===== src/rtl/core/ppd_pkg.sv =====
package ppd_pkg;

  // queue and nesting stack sizes
  localparam int QUEUE_DEPTH = 16;
  localparam int NEST_DEPTH  = 16;

  // address and count widths
  localparam int QA_W = (QUEUE_DEPTH > 1) ? $clog2(QUEUE_DEPTH) : 1;
  localparam int NA_W = (NEST_DEPTH > 1) ? $clog2(NEST_DEPTH) : 1;
  localparam int QC_W = $clog2(QUEUE_DEPTH + 1);
  localparam int NL_W = $clog2(NEST_DEPTH + 1);

  // field widths
  localparam int OP_W    = 2;
  localparam int PRIO_W  = 8;
  localparam int FN_W    = 32;
  localparam int ARG_W   = 64;
  localparam int STAT_W  = 4;
  localparam int CNT_O_W = 5;

  // operation codes
  localparam logic [OP_W-1:0] OP_PUSH     = 2'd0;
  localparam logic [OP_W-1:0] OP_DISPATCH = 2'd1;
  localparam logic [OP_W-1:0] OP_COMPLETE = 2'd2;

  // status codes
  localparam logic [STAT_W-1:0] ST_QUEUED          = 4'd0;
  localparam logic [STAT_W-1:0] ST_NO_FUNCTION     = 4'd1;
  localparam logic [STAT_W-1:0] ST_FULL            = 4'd2;
  localparam logic [STAT_W-1:0] ST_DISPATCHED      = 4'd3;
  localparam logic [STAT_W-1:0] ST_EMPTY           = 4'd4;
  localparam logic [STAT_W-1:0] ST_HELD            = 4'd5;
  localparam logic [STAT_W-1:0] ST_RESTORED        = 4'd6;
  localparam logic [STAT_W-1:0] ST_NOTHING_RUNNING = 4'd7;
  localparam logic [STAT_W-1:0] ST_NEST_FULL       = 4'd8;

  // one queue slot
  typedef struct packed {
    logic [PRIO_W-1:0] prio;
    logic [FN_W-1:0]   fn;
    logic [ARG_W-1:0]  arg;
  } slot_t;

  // one saved context
  typedef struct packed {
    logic              running;
    logic [PRIO_W-1:0] prio;
  } ctx_t;

  // requests from the sequencer to the queue
  typedef struct packed {
    logic push;
    logic peek;
    logic pop;
  } q_req_t;

  // queue answer
  typedef struct packed {
    logic done;
  } q_rsp_t;

endpackage


===== src/rtl/core/ppd_queue.sv =====
module ppd_queue
  import ppd_pkg::*;
(
  input  logic              clk,
  input  logic              rst_n,
  input  q_req_t            req,
  input  slot_t             new_slot,
  output q_rsp_t            rsp,
  output slot_t             head_slot,
  output logic [QC_W-1:0]   count
);

  localparam logic [1:0] Q_IDLE = 2'd0;
  localparam logic [1:0] Q_WALK = 2'd1;
  localparam logic [1:0] Q_INS  = 2'd2;
  localparam logic [1:0] Q_PEEK = 2'd3;

  slot_t             mem [QUEUE_DEPTH];
  slot_t             rd_r;
  logic [1:0]        state_r, state_nxt;
  logic [QA_W-1:0]   head_r, head_nxt;
  logic [QC_W-1:0]   count_r, count_nxt;
  logic [QC_W-1:0]   k_r, k_nxt;
  logic              rd_en, wr_en, done, inc;
  logic [QA_W-1:0]   rd_addr, wr_addr;
  slot_t             wr_data;

  // logical position to ring address
  function automatic logic [QA_W-1:0] phys(input logic [QA_W-1:0] base,
                                           input logic [QC_W-1:0] ofs);
    logic [QC_W:0] sum;
    sum = (QC_W+1)'(base) + (QC_W+1)'(ofs);
    if (sum >= (QC_W+1)'(QUEUE_DEPTH)) begin
      sum = sum - (QC_W+1)'(QUEUE_DEPTH);
    end
    return sum[QA_W-1:0];
  endfunction

  // insertion walk from the tail toward the head, and head read for a peek
  always_comb begin
    state_nxt = state_r;
    k_nxt     = k_r;
    rd_en     = 1'b0;
    rd_addr   = head_r;
    wr_en     = 1'b0;
    wr_addr   = head_r;
    wr_data   = new_slot;
    done      = 1'b0;
    inc       = 1'b0;
    unique case (state_r)
      Q_IDLE: begin
        if (req.push) begin
          k_nxt = count_r;
          if (count_r == '0) begin
            state_nxt = Q_INS;
          end else begin
            rd_en     = 1'b1;
            rd_addr   = phys(head_r, count_r - QC_W'(1));
            state_nxt = Q_WALK;
          end
        end else if (req.peek) begin
          rd_en     = 1'b1;
          rd_addr   = head_r;
          state_nxt = Q_PEEK;
        end
      end
      Q_WALK: begin
        wr_en   = 1'b1;
        wr_addr = phys(head_r, k_r);
        if (rd_r.prio > new_slot.prio) begin
          wr_data = rd_r;
          k_nxt   = k_r - QC_W'(1);
          if (k_r == QC_W'(1)) begin
            state_nxt = Q_INS;
          end else begin
            rd_en   = 1'b1;
            rd_addr = phys(head_r, k_r - QC_W'(2));
          end
        end else begin
          done      = 1'b1;
          inc       = 1'b1;
          state_nxt = Q_IDLE;
        end
      end
      Q_INS: begin
        wr_en     = 1'b1;
        wr_addr   = phys(head_r, k_r);
        done      = 1'b1;
        inc       = 1'b1;
        state_nxt = Q_IDLE;
      end
      Q_PEEK: begin
        done      = 1'b1;
        state_nxt = Q_IDLE;
      end
      default: state_nxt = Q_IDLE;
    endcase
  end

  // head and count bookkeeping
  always_comb begin
    head_nxt  = head_r;
    count_nxt = count_r;
    if (req.pop) begin
      head_nxt  = phys(head_r, QC_W'(1));
      count_nxt = count_r - QC_W'(1);
    end else if (inc) begin
      count_nxt = count_r + QC_W'(1);
    end
  end

  always_ff @(posedge clk) begin
    if (!rst_n) begin
      state_r <= Q_IDLE;
      head_r  <= '0;
      count_r <= '0;
      k_r     <= '0;
    end else begin
      state_r <= state_nxt;
      head_r  <= head_nxt;
      count_r <= count_nxt;
      k_r     <= k_nxt;
    end
  end

  // slot memory
  always_ff @(posedge clk) begin
    if (wr_en) begin
      mem[wr_addr] <= wr_data;
    end
    if (rd_en) begin
      rd_r <= mem[rd_addr];
    end
  end

  assign rsp.done  = done;
  assign head_slot = rd_r;
  assign count     = count_r;

endmodule


===== config.mk =====
export PLATFORM = sky130hd
export DESIGN_NAME = ppd_queue
export DESIGN_NICKNAME = d
export VERILOG_FILES = /design/src/rtl/core/ppd_pkg.sv /design/src/rtl/core/ppd_queue.sv
export SDC_FILE = /design/constraint.sdc
export NUM_CORES = 2
export LEC_CHECK = 0
export ABC_AREA = 1
export BUFFER_PORTS_ARGS = -buffer_cell sky130_fd_sc_hd__buf_2
export CAP_MARGIN = 20
export CORE_UTILIZATION = 29
export DETAILED_ROUTE_END_ITERATION = 7
export PLACE_DENSITY = 0.48
export SLEW_MARGIN = 20
export SYNTH_ARGS = -nofsm -noshare
export SYNTH_HDL_FRONTEND = slang
export SYNTH_SLANG_ARGS = --single-unit
export TNS_END_PERCENT = 10

===== constraint.sdc =====
create_clock -name clk -period 28.9 [get_ports clk]
set_clock_uncertainty 0.1 [all_clocks]
set_input_delay 2.89 -clock clk [delete_from_list [all_inputs] [get_ports clk]]
set_output_delay 2.89 -clock clk [all_outputs]
set_load 0.01 [all_outputs]

Yosys cells after proc, flatten, opt, wreduce, memory -nomap -nowiden
Memories as Yosys holds them, arrays and structs flattened. A register that Yosys moved wholly into a read port is not among the register bits.
Index checks and enable logic that the tools add are counted.
Word-level totals
  bits in registers: 16
  bits in writable memories: 1664
  bits of input ports: 109
  output and inout port bits: 110
  word-level logic and storage cells: 73
  memories kept: 1
Cells by class
  $add $sub $neg: 12
  $lt $le $gt $ge: 5
  equality and inequality tests: 8
  mux-type cells: 35
  reduce and logical (&&, ||, !) cells: 8
Memory list
  mem: words 16, width 104, rd ports 1, clocked after memory_dff 1, write ports 1, RTL line ppd_queue.sv:18  | slot_t mem [QUEUE_DEPTH];
Operators with widths (count)
  2-to-1 mux 104 bit: 2
  2-to-1 mux 4 bit: 9
  2-to-1 mux 5 bit: 4
  adder 4 x 5 -> 6 bit: 3
  >= comparator 6 x 5 -> 1 bit (second input constant): 3
  subtractor 4 x 1 -> 4 bit (second input constant): 4
  2-to-1 mux 2 bit: 5
  case mux 5 bit (2 select lines): 1
  subtractor 5 x 1 -> 5 bit (second input constant): 2
  2-to-1 mux 1 bit: 9
  greater-than comparator 8 bit: 1
  case mux 4 bit (2 select lines): 1
  != test 3 bit (second input constant): 2
  case mux 1 bit (2 select lines): 3
  case mux 2 bit (3 select lines): 1
  adder 4 x 1 -> 5 bit (second input constant): 1
  adder 5 x 1 -> 5 bit (second input constant): 1
  equality test 5 x 1 -> 1 bit (second input constant): 1
  >= comparator 5 bit (second input constant): 1
  zero test 5 bit: 1
  subtractor 5 x 2 -> 5 bit (second input constant): 1
  equality test 2 bit (second input constant): 2
  != test 2 bit (second input constant): 2
  nonzero test 2 bit: 2
  5 further kinds: 6

Depth between registers and ports, before layout
  depth in word-level cells: 7
  mapped depth: 22
  gate-level depth less buffers: 19

Least setup slack after synthesis
OpenSTA, ideal clock, no wires.
  path kind: input to register
  start: input req[2] (netlist bit)
  end: register head_slot[0] (netlist name)
  library setup time: 0.710 ns
  arrival time: 10.369 ns
  required time: 28.090 ns
  setup slack: 17.721 ns
  stages on the path: 3
  path buffers: 0
  path through: nor2_1 > a21oi_1 > o21ai_0
On the way
  word-level cells in the longest chain between the ends: 2
  elaborated cells on any way between the ends: 4
  classes of those cells: 4 x mux
RTL lines
  from (decl): RTL line ppd_queue.sv:6  | input q_req_t req,
  2-to-1 mux 1 bit: RTL line ppd_queue.sv:52  | if (req.push) begin
  case mux 1 bit (2 select lines): RTL line ppd_queue.sv:50  | unique case (state_r)
  named net rd_en: RTL line ppd_queue.sv:24  | logic rd_en, wr_en, done, inc;
The timed path passes the listed nets, and every way through them passes these cells.
A chain may end at the register's enable or synchronous reset.

Final worst setup path
  start: input new_slot[103] (netlist bit)
  end: output rsp
On the way
  word-level cells in the longest chain between the ends: 3
RTL lines
  from (decl): RTL line ppd_queue.sv:7  | input slot_t new_slot,
  greater-than comparator 8 bit: RTL line ppd_queue.sv:70  | if (rd_r.prio > new_slot.prio) begin
  2-to-1 mux 1 bit: RTL line ppd_queue.sv:70
  case mux 1 bit (2 select lines): RTL line ppd_queue.sv:50
  to (decl): RTL line ppd_queue.sv:8  | output q_rsp_t rsp,
No other way between the ends.

==> flow_summary.ini <==
[cts]
cts_hold_buf = 0
clk_pin_slew_worst_paths_ns = 0.06
cts_tree = done
insertion_delay_ns = 0.83
clock_sinks = 1784
ctsResizeCount = 0
cts_setup_buffers = 0
cts_htree_levels = 4
root_buffer = clkbuf_16
cts_made_buffers = 188
clock_path_buffers = 3

[setup_path]
rrSetupSlack_ns = 22.74
rr_worst_depth = 16
path_delay_family = simple AND/OR/NAND/NOR gates
crit_fanout = 4
crit_chain = buf_2, inv_1, ha_1, nand2_1, nor2_1, nand4_1, nand2_1, nand2_1, a21oi_1, buf_2
worst_setup_path_end_kind = output port
cpMostUsedCell = nand2_1
crit_required_ns = 25.91
critical_path_class = input port to output port
r2r_start = head_slot[103]
cpMaxStageDelayCell = a21oi_1
crit_cells = 10
critPathBufInv = 3
cpPeakStageDelay_ns = 0.33
start_kind = input port
arrival_ns = 4.91
rr_endpoint = head_slot[67]

[synthesis]
yosys_warnings = 0
async_reset_ff_share_pct = 0
postSynthAreaPerCell_sq_um = 11.8
synth_flop_cell = edfxtp_1
syn_inst = 6263
synth_edf_count = 1768
ys_seq_area_share_pct = 72.4
syn_area_sq_mm = 0.0738
ys_types = 37
syn_nets = 6403
ys_ff_latch = 1784

[sta]
fmax_mhz = 127
hold_violations = 0
setup_tns_ns = 0
holdWs_ns = 0.425
drv_slew = 0
final.min_clock_period_ns = 7.90
maxSlewHeadroom_pct = 17.9
fin_ws_ns = 21.00
rsz0062_at_grt = false
post-route-period-util_pct = 27.3
setup_viol = 0
worstMarginPinSlew_ns = 1.23

[die]
row_count = 184
die_h_um = 506
core_sq_mm = 0.252
die_area_sq_mm = 0.256
start_util_pct = 29.3
pin_count = 219
die-width_um = 506

[global_routing]
grt_overflow_total = 0
grt_pass1_vias = 48400
antenna_found_initial = 5
grt_max_degree = 189
grt_util_all_layers_pct = 18.2
grt_pass1_wl_um = 345000

[min_path]
holdPathStages = 2
hp-class = flip-flop to flip-flop
min-delay-start = count[4]
holdPathEnd = count[4]

[placement]
place_congestion = 0.731
port_buffers = 218
dpl.hpwl_um = 107000
post-place-ws_ns = 20.20

[drt]
vias = 49900
post_drt_wl_per_cell_um = 24.4
drc = 0
drtIter0Drc = 4742
viasPerCell = 5.09
routed_wl_um = 239000
ant_nets = 0
dr.pass1.iters = 5

[cells_and_area]
utilization_pct = 33.3
area_growth_pct = 13.7
drive_gt1_share_pct = 9.09
nNetsFinal = 6443

[flow_run]
maxCapViolCount = 0

[status]
status = finished clean
## worst max-delay path by stage
stage,from,to,slack (ns)
global placement,new_slot[97],head_slot[97],20.29
floorplan,req[2],head_slot[0],17.72
detailed placement,new_slot[103],head_slot[67],20.20
CTS,new_slot[103],rsp,20.84
finish,new_slot[103],rsp,21.00
global route,new_slot[103],head_slot[78],20.71
## layout make-up
class / count / area (sq um)
sequential: 1784 / 53400
tap: 3348 / 4190
antenna: 2 / 5.00
multi-input combinational: 3967 / 18300
fill: 25100 / 168000
clock inverter: 97 / 821
timing repair buffer: 309 / 2050
clock buffer: 246 / 4960
inverter: 53 / 209
## metal layers
layer	up-vias	track usage (%)	share of wire (%)
li1	22600	-	-
met1	25400	25.5	45
met2	1616	30.0	48
met3	264	2.38	5.5
met4	0	3.74	1.6
met5	-	0	0
## state kept, by name, indices dropped and copies added (netlist names)
register   flops
head_slot    104
count          5
state_r        2
k_r            5
head_r         4
mem         1664
## stage by stage
stage	std cells	cell area [sq um]
2_1_floorplan	6263	73800
3_3_place_gp	9459	78100
3_5_place_dp	9460	78100
4_1_cts	9803	83900
5_1_grt	9805	83900
6_report	9806	83900
## placed cells by master, fill, tap and decap left out, types with 27 or more instances in the layout
cell type  count
nand2_1     1702
clkinv_2      27
clkinv_1      47
ha_1          28
o21ai_0       27
buf_2        218
inv_1         51
clkbuf_16    190
nand3_1     2091
buf_4         67
clkbuf_1      56
edfxtp_1    1768
a21oi_1       32
## worst min-delay path: cells and delay by family, from the launching register on
kind | cells | cell delay [ns]
flip-flops | 1 | 0.34
AND/OR/NAND/NOR | 2 | 0.15
## cells in the mapped netlist (2+ instances only)
cell      count  area (sq um)
a21oi_1      34           170
buf_1        28           105
buf_2       269          1350
buf_4        16           120
buf_6         2          22.5
clkbuf_1    144           541
dfxtp_1      16           320
edfxtp_1   1768         53100
fa_1          3          60.1
ha_1         28           350
inv_1        51           191
inv_2         2          7.51
nand2_1    1705          6400
nand2_2       2          12.5
nand3_1    2091         10500
nand3_2       2          20.0
nand4_1       3          18.8
nor2_1       37           139
nor2_2        2          12.5
o21ai_0      31           155
o21ai_1       2          10.0
xnor2_1       4          35.0
xor2_1        9          78.8
## kinds of logic (layout without fill, tap and decap cells)
group / count (synthesis) / in the layout / synth area share, %
buffers and inverters: 512 / 705 / 3.16
adders and majority gates: 31 / 31 / 0.556
AOI/OAI and AO/OA: 75 / 75 / 0.538
DFF: 1784 / 1784 / 72.4
other: 0 / 2 / 0
xor gates and xnor gates: 13 / 13 / 0.154
and+or+nand+nor: 3848 / 3848 / 23.2
Power is left out: the tool's default activity adds up to more than one toggle a clock period on the data nets, which glitch-free logic cannot reach.
